--- src/sv/qrs_pkg.sv ---
package qrs_pkg;

    localparam int CoefWidth = 16;
    localparam int DiscWidth = 2 * CoefWidth + 2;           // b*b - 4ac, signed
    localparam int SqrtWidth = CoefWidth + 1;               // floor sqrt of disc
    localparam int NumWidth  = CoefWidth + 2;               // -b +/- s
    localparam int DenWidth  = CoefWidth + 1;               // 2a
    localparam int QuoWidth  = NumWidth;                    // unsigned quotient bits
    localparam int RootWidth = 17;
    localparam int SqrtSteps = SqrtWidth;
    localparam int DivSteps  = QuoWidth;

    typedef enum logic [1:0] {
        STATUS_NONE = 2'd0,
        STATUS_ONE  = 2'd1,
        STATUS_TWO  = 2'd2,
        STATUS_AZERO = 2'd3
    } status_t;

    // Data carried from cell to cell down the square root chain
    typedef struct packed {
        logic                        valid;
        status_t                     status;
        logic signed [CoefWidth-1:0] coef_a;
        logic signed [CoefWidth-1:0] coef_b;
        logic [DiscWidth-1:0]        rem;
        logic [SqrtWidth-1:0]        root;
    } sqrt_cell_t;

    // Data carried from cell to cell down the divider chain (two lanes)
    typedef struct packed {
        logic                        valid;
        status_t                     status;
        logic                        neg_first;
        logic                        neg_second;
        logic [DenWidth-1:0]         den;
        logic [NumWidth-1:0]         rem_first;
        logic [NumWidth-1:0]         rem_second;
        logic [NumWidth-1:0]         num_first;
        logic [NumWidth-1:0]         num_second;
    } div_cell_t;

    function automatic logic [RootWidth-1:0] sat_root(input logic neg,
                                                      input logic [QuoWidth-1:0] mag);
        begin
            if (neg) begin
                if (mag > QuoWidth'(65536)) sat_root = RootWidth'(17'h10000);
                else sat_root = RootWidth'(-{1'b0, mag});
            end else begin
                if (mag > QuoWidth'(65535)) sat_root = RootWidth'(17'h0FFFF);
                else sat_root = RootWidth'(mag);
            end
        end
    endfunction

endpackage

--- src/sv/qrs_div_cell.sv ---
module qrs_div_cell (
    input  logic                 aclk,
    input  logic                 aresetn,
    input  logic                 en,
    input  logic [4:0]           step,
    input  qrs_pkg::div_cell_t   cell_in,
    output qrs_pkg::div_cell_t   cell_out
);

    qrs_pkg::div_cell_t cell_reg, cell_next;
    logic [qrs_pkg::NumWidth:0] part_first, part_second;

    // One quotient bit per lane: shift in the next numerator bit, subtract
    always_comb begin
        cell_next = cell_in;
        part_first  = {cell_in.rem_first, cell_in.num_first[step]};
        part_second = {cell_in.rem_second, cell_in.num_second[step]};
        cell_next.num_first[step]  = 1'b0;
        cell_next.num_second[step] = 1'b0;
        cell_next.rem_first  = qrs_pkg::NumWidth'(part_first);
        cell_next.rem_second = qrs_pkg::NumWidth'(part_second);
        if (part_first >= (qrs_pkg::NumWidth+1)'(cell_in.den)) begin
            cell_next.rem_first = qrs_pkg::NumWidth'(part_first -
                                  (qrs_pkg::NumWidth+1)'(cell_in.den));
            cell_next.num_first[step] = 1'b1;
        end
        if (part_second >= (qrs_pkg::NumWidth+1)'(cell_in.den)) begin
            cell_next.rem_second = qrs_pkg::NumWidth'(part_second -
                                   (qrs_pkg::NumWidth+1)'(cell_in.den));
            cell_next.num_second[step] = 1'b1;
        end
    end

    always_ff @(posedge aclk) begin
        if (!aresetn) begin
            cell_reg.valid <= 1'b0;
        end else if (en) begin
            cell_reg <= cell_next;
        end
    end

    assign cell_out = cell_reg;

endmodule

--- config.mk ---
export PLATFORM = sky130hd
export DESIGN_NAME = qrs_div_cell
export DESIGN_NICKNAME = d
export VERILOG_FILES = /design/src/sv/qrs_pkg.sv /design/src/sv/qrs_div_cell.sv
export SDC_FILE = /design/constraint.sdc
export NUM_CORES = 1
export LEC_CHECK = 0
export BUFFER_PORTS_ARGS = -buffer_cell sky130_fd_sc_hd__buf_2
export CORE_ASPECT_RATIO = 0.9
export CORE_MARGIN = 10
export CORE_UTILIZATION = 52
export DETAILED_ROUTE_END_ITERATION = 6
export PLACE_DENSITY = 0.91
export REMOVE_ABC_BUFFERS = 1
export SETUP_SLACK_MARGIN = 0.4
export SLEW_MARGIN = 20
export SYNTH_ARGS = -nofsm -noshare
export SYNTH_HDL_FRONTEND = slang
export SYNTH_SLANG_ARGS = --single-unit
--- constraint.sdc ---
create_clock -name aclk -period 5.95 [get_ports aclk]
set_input_delay 1.4875 -clock aclk [delete_from_list [all_inputs] [get_ports aclk]]
set_output_delay 1.4875 -clock aclk [all_outputs]
set_load 0.05 [all_outputs]
* Yosys cells after proc, flatten, opt, wreduce, memory -nomap -nowiden *
Cells that the tools add are included.

word-level totals
  bits in registers = 94
  input port bits = 102
  output and inout bits = 94
  word-level logic and storage cells = 32

operators by class
  $add $sub $neg = 2
  magnitude comparators = 4
  mux-type cells = 10
  bitwise operators = 5
  reduce and logical (&&, ||, !) cells = 2

operator list
  cell                                                                   number
  18-bit two-way mux                                                     4
  19-bit by 17-bit >= comparator with 1-bit output                       2
  18-bit bitwise AND                                                     2
  18-bit bitwise OR                                                      2
  18-bit by 17-bit subtractor with 18-bit output                         2
  18-bit inverter                                                        1
  1-bit binary-select mux with 5-bit select                              2
  5-bit by 6-bit < comparator with 1-bit output, second input constant   1
  1-bit demux with 5-bit select                                          1
  5-bit by 1-bit >= comparator with 1-bit output, second input constant  1
  1-bit two-way mux                                                      3
  2-bit AND reduction                                                    1
  1-bit logical AND                                                      1

* Longest topological paths before layout *
Gate-level depths: netlist of the first run.

  depth after elaboration = 8
  gate-level depth with buffers = 16
  gate-level depth less buffers = 14

* Worst setup path before layout of the first run *
Ideal clock, no wire load.

  kind = input -> register
  start point = input port step[0]
  end point = register cell_reg, in the netlist cell_out[70], data pin
  setup time = 0.260 ns
  data arrival time = 4.906 ns
  required time = 5.690 ns
  setup slack = 0.784 ns
  stages on the path = 16
  path buffers = 2
  cell sequence = buf_2 > buf_1 > mux4_2 > mux2i_1 > o32ai_1 > nor2_1 > ha_1 > inv_1 > fa_1 > a21o_1 > a21oi_1 > o311a_1 > o21ai_0 > a221oi_1 > xnor2_1 > mux2_2

RTL lines
  what                  RTL line            RTL
  from (decl)           qrs_div_cell.sv:5   input logic [4:0] step,
  to (signal assigned)  qrs_div_cell.sv:38  cell_reg <= cell_next;
  to (decl)             qrs_div_cell.sv:10  qrs_pkg::div_cell_t cell_reg, cell_next;

==> results of run 1 <==
-- metrics by stage --
step / TNS, ns / hold slack [ns]
after floorplan: -0.06345 / 0.7429
after global placement: 0 / 0.4940
after detailed placement: 0 / 0.5126
after CTS: 0 / 0.5274
after global routing: 0 / 0.5585
final: 0 / 0.5235
-- synthesized netlist by cell type (9+ instances only) --
| cell | count | share of area (%) |
|---|---|---|
| a21oi_1 | 43 | 3.6 |
| clkbuf_1 | 12 | 0.76 |
| nor3_1 | 10 | 0.84 |
| xor2_1 | 16 | 2.4 |
| mux2_2 | 48 | 9.1 |
| mux2i_1 | 9 | 1.5 |
| nor2b_1 | 9 | 0.95 |
| inv_1 | 24 | 1.5 |
| nand2_1 | 46 | 2.9 |
| o21ai_0 | 16 | 1.4 |
| xnor2_1 | 13 | 1.9 |
| nor2_1 | 35 | 2.2 |
| edfxtp_1 | 93 | 47 |
| ha_1 | 34 | 7.2 |
-- worst max-delay path: stages --
cell,delay (ns)
buf_2,0.36
mux4_2,0.58
mux2i_1,0.14
o32ai_1,0.10
nor2_1,0.20
ha_1,0.22
inv_1,0.06
fa_1,0.43
a211oi_1,0.25
o21bai_1,0.11
a21oi_1,0.38
o21ai_0,0.28
a221oi_1,0.36
xor2_1,0.20
a21oi_1,0.09
-- how the worst max path moves through the flow --
| stage | endpoint | depth (start not counted) |
|---|---|---|
| after global placement | cell_out[68]$_DFFE_PP_ | 13 |
| final | cell_out[52]$_DFFE_PP_ | 15 |
| after detailed placement | cell_out[52]$_DFFE_PP_ | 15 |
| after global routing | cell_out[52]$_DFFE_PP_ | 15 |
| after CTS | cell_out[52]$_DFFE_PP_ | 15 |
| after floorplan | cell_out[53]$_DFFE_PP_ | 12 |
-- layer usage --
metal | GRT usage, % | share of wire (%) | vias up
met5 | 0 | 0 | -
met4 | 6.181 | 1.9 | 0
met3 | 6.291 | 8.3 | 33
met2 | 35.22 | 50 | 259
met1 | 25.59 | 40 | 2396
li1 | - | - | 2325
-- power breakdown --
part	switching, mW	total (mW)	internal (mW)
clock network	0.258	0.585	0.326
registers	0.0156	0.819	0.803
logic	0.433	0.637	0.205
-- placed cells by master (no fill, tap or decap), types with 8 or more instances in the layout --
cell       instances
a21oi_1           43
a31oi_1            8
buf_2            195
clkbuf_16          9
edfxtp_1          93
ha_1              34
inv_1             24
mux2_2            48
mux2i_1            9
mux4_2             8
nand2_1           46
nor2_1            35
nor2b_1            9
nor3_1            10
o21ai_0           15
xnor2_1           13
xor2_1            16
-- layout make-up --
cell class              instances  area, um^2  area share (%)
multi-input cells             374        2939           40.09
clock buffers                   9       225.2           3.072
clock inverters                 7       75.07           1.024
repair buffers                198       998.5           13.62
inverters                      24       90.09           1.229
flip-flops and latches         94        2813           38.37
well taps                     152       190.2           2.594
-- cells by family after synthesis --
family,share of synthesized area [%]
and+or+nand+nor,10.43
AOI/OAI and AO/OA,12.92
DFF,47.46
muxes,13.87
buffers and inverters,3.188
adders and majority gates,7.853
xor gates and xnor gates,4.285
==> results_dict.tcl, run 1 <==
set metrics [dict create \
    fp.dieW_um 132.5 \
    reg2reg_from "cell_out[93]$_SDFFE_PN0P_" \
    r2r_cells 2 \
    fin_area_um2 7331 \
    io_buffers 195 \
    finalWorstSetupSlack_ns 0.7326 \
    drtIter0Drc 453 \
    crit_fanout 15 \
    drive_gt1_share_pct 39.38 \
    start_util_pct 53.93 \
    dp_cells 842 \
    htreeDepth 3 \
    worst-setup-path-type "in2reg" \
    end_kind "register" \
    ioPinCount 196 \
    seq_area_frac_synth_pct 47.46 \
    drcViolationCount 0 \
    post_cts_resized 0 \
    fmax_ghz 0.1917 \
    cts_sinks 94 \
    slew_violations 0 \
    synth_flop_cell "edfxtp_1" \
    finalNetCount 839 \
    synth_seq_cells 94 \
    stdcell_count 858 \
    grt.total_usage_pct 20.96 \
    synthCells 512 \
    min_path_type "reg2reg" \
    synth_area_um2 5927 \
    vias 5013 \
    placed_area_um2 7030 \
    overflow 0 \
    cts_setup_buffers 0 \
    cts_tree "built" \
    cts_buffers 9 \
    die-area_um2 16070 \
    relSlewSlack_pct 43.43 \
    powerDensity_nw_per_um2 278.4 \
    grt_pass1_vias 4975 \
    grt_pass1_wl_mm 27.07 \
    timing.final.crit_share_pct 87.69 \
    ys_types 60 \
    hold-path-endpoint "cell_out[93]$_SDFFE_PN0P_" \
    period_minus_slack_ns 5.217 \
    crit_arrival_ns 5.29 \
    dp_slack_ns 0.5285 \
    ir_worst_vdd_v 0.0002438 \
    max-cap-violations 0 \
    dp_hpwl_mm 14.03 \
    start_kind "primary input" \
    fp.coreArea_um2 10990 \
    synth_edf_count 93 \
    syn_area_per_cell_um2 11.58 \
    grt_max_degree 61 \
    dieHeight_um 121.3 \
    path_clk_slew_ns 0.07 \
    ys_warn_count 0 \
    hold_depth 2 \
    drtPass1Iterations 5 \
    cts_max_path_buffers 2 \
    n_antenna_cell 0 \
    antenna_left 0 \
    root_buffer "clkbuf_16" \
    async_reset_ff_share_pct 0 \
    clk_latency_ns 0.34 \
    rsz0062_at_grt "false" \
    r2r_end "cell_out[93]$_SDFFE_PN0P_" \
    rows 36 \
    min_from "cell_out[93]$_SDFFE_PN0P_" \
    worstMarginPinSlew_ns 0.8453 \
    antenna_found_initial 0 \
    fillCellCount 884 \
    final_util_pct 66.70 \
    largest_register_ffs 94 \
    wire_per_inst_um 20.79 \
    outcome "completed" \
    hold_buffers 0 \
    leakage_nw 3.059 \
    r2r_slack_ns 5.36 \
    hold_viol 0 \
    post_drt_via_cell_ratio 5.843 \
    fin_total_pwr_mw 2.041 \
    setup_viol 0 \
    drt-total-wl_mm 17.84 \
    gp_congestion 0.9557 \
    required_ns 6.02 \
    syn_to_final_growth_pct 23.69 \
    crit_start "step[0]" \
    skew_ns 0 \
]
Note: power is estimated with default switching activity, not from simulation.
==> run 2: changes to the inputs <==
- ABC_AREA: default -> 1
- CORE_UTILIZATION: 52 -> 53
- PLACE_DENSITY: 0.91 -> 0.9
==> results_dict.tcl, run 2 <==
set metrics [dict create \
    async_reset_ff_share_pct 0 \
    vias 6540 \
    synthCells 923 \
    syn_area_per_cell_um2 7.267 \
    max-cap-violations 0 \
    seq_area_frac_synth_pct 41.93 \
    path_clk_slew_ns 0.07 \
    ys_types 36 \
    cts_sinks 94 \
    finalWorstSetupSlack_ns 1.773 \
    leakage_nw 4.244 \
    outcome "completed" \
    worst-setup-path-type "in2reg" \
    yosysTopAreaCellShare_pct 41.63 \
    drtIter0Drc 562 \
    hold_buffers 0 \
    rows 38 \
    layout_common_cells "nand2_1 (406), buf_2 (195), inv_1 (145)" \
    wire_per_inst_um 15.80 \
    syn_to_final_growth_pct 20.54 \
    start_kind "primary input" \
    dieHeight_um 126.7 \
    final_util_pct 66.17 \
    synth_top_area_cell "edfxtp_1" \
    drcViolationCount 0 \
    synth_edf_count 93 \
    synth_seq_cells 94 \
    dp_slack_ns 1.473 \
    grt_pass1_vias 6337 \
    layout_commonest_cell "nand2_1" \
    htreeDepth 3 \
    drive_gt1_share_pct 21.25 \
    dp_hpwl_mm 16.38 \
    skew_ns 0 \
    setup_viol 0 \
    synth_area_um2 6708 \
    placed_area_um2 7780 \
    cts_setup_buffers 0 \
    fillCellCount 998 \
    powerDensity_nw_per_um2 255.3 \
    min_path_type "reg2reg" \
    post_drt_via_cell_ratio 5.101 \
    antenna_left 0 \
    die-area_um2 17560 \
    antenna_found_initial 2 \
    drtPass1Iterations 7 \
    fp.dieW_um 138.6 \
    grt_max_degree 94 \
    ir_worst_vdd_v 0.0001775 \
    hold_viol 0 \
    drt-total-wl_mm 20.26 \
    post_cts_resized 0 \
    crit_arrival_ns 4.28 \
    fin_setup_tns_ns 0 \
    timing.final.crit_share_pct 70.20 \
    fp.coreArea_um2 12220 \
    synth_area_leaders "edfxtp_1 (42%), nand2_1 (23%), inv_1 (8.2%)" \
    period_minus_slack_ns 4.177 \
    rsz0062_at_grt "false" \
    grt.total_usage_pct 22.81 \
    fmax_ghz 0.2394 \
    largest_register_ffs 94 \
    cts_tree "built" \
    finalNetCount 1253 \
    yosysMostFrequentCell "nand2_1" \
    clk_latency_ns 0.35 \
    cts_buffers 9 \
    relSlewSlack_pct 45.40 \
    crit_fanout 16 \
    synth_flop_cell "edfxtp_1" \
    slew_violations 0 \
    ys_warn_count 0 \
    fin_area_um2 8085 \
    start_util_pct 54.89 \
    synth_commonest_cells "nand2_1 (406), inv_1 (146), edfxtp_1 (93)" \
    overflow 0 \
    end_kind "register" \
    grt_pass1_wl_mm 32.65 \
    gp_congestion 0.9979 \
    worstMarginPinSlew_ns 0.8190 \
    ioPinCount 196 \
    hold_ws_ns 0.5572 \
    required_ns 6.06 \
    io_buffers 195 \
    cts_max_path_buffers 2 \
    root_buffer "clkbuf_16" \
]
## run 2: cell count changes after synthesis, sizes merged, moves of 7 or more
cell	change
nand2	+364
nor2b	-9
a31oi	-8
mux2i	-9
o21ai	+28
nand3	+25
nor2	+43
xnor2	-11
a21oi	-22
inv	+123
clkbuf	-7
mux4	-8
mux2	-49
## run 2: power breakdown
group | switching (mW) | leakage [nW] | internal (mW) | total [mW]
Sequential | 0.0149 | 0.876 | 0.801 | 0.815
Clock | 0.264 | 0.149 | 0.330 | 0.594
Combinational | 0.476 | 3.22 | 0.179 | 0.655
## run 2: final timing paths
path | from | end | slack [ns] | depth (start not counted)
setup / recovery | step[1] | cell_out[50]$_DFFE_PP_ | 1.77 | 21
hold / removal | cell_out[93]$_SDFFE_PN0P_ | cell_out[93]$_SDFFE_PN0P_ | 0.56 | 2
setup reg to reg | cell_out[93]$_SDFFE_PN0P_ | cell_out[93]$_SDFFE_PN0P_ | 5.30 | 2
hold reg to reg | cell_out[93]$_SDFFE_PN0P_ | cell_out[93]$_SDFFE_PN0P_ | 0.56 | 2
## run 2: cell type report
class / count / area [um^2] / area share, %
Antenna cell: 2 / 5.005 / 0.06190
Multi-Input combinational cell: 667 / 3232 / 39.97
Timing Repair Buffer: 195 / 975.9 / 12.07
Inverter: 148 / 561.8 / 6.948
Tap cell: 160 / 200.2 / 2.476
Sequential cell: 94 / 2813 / 34.79
Clock inverter: 6 / 68.82 / 0.8511
Clock buffer: 10 / 229.0 / 2.832
## run 2: kinds of logic after synthesis
logic type | after synthesis | synth area share, %
compound gates | 72 | 5.857
xor+xnor | 14 | 1.828
fa+ha+maj | 36 | 6.939
buf+inv | 162 | 9.886
flops | 94 | 41.93
simple gates | 545 | 33.56
## run 2: layer usage
layer / up-vias / global-route usage [%] / part of all wire [%]
met5: - / 0 / 0
met4: 0 / 9.727 / 2.9
met3: 41 / 8.057 / 13
met2: 396 / 36.49 / 44
met1: 2819 / 27.41 / 40
li1: 3284 / - / -
## run 2: worst max-delay path, stage by stage
cell and delay [ns]:
buf_2 0.12, inv_1 0.07, nand2_1 0.28, nor2_1 0.31
nand2_1 0.09, o21ai_0 0.10, nor2_1 0.08, nand2_1 0.12
inv_1 0.06, ha_1 0.17, inv_1 0.11, fa_1 0.23
nand2_1 0.06, nand2_1 0.08, nand2_1 0.10, o21bai_1 0.36
nand2_1 0.16, nand2_1 0.10, nand2_1 0.05, nand3_1 0.08
nand2_1 0.06
## run 2: through the flow
stage                     total power, mW  cells
after global routing                2.167   1282
after floorplan                     1.300    909
final                               2.064   1282
after global placement              1.471   1264
after CTS                           2.075   1280
after detailed placement            1.479   1264
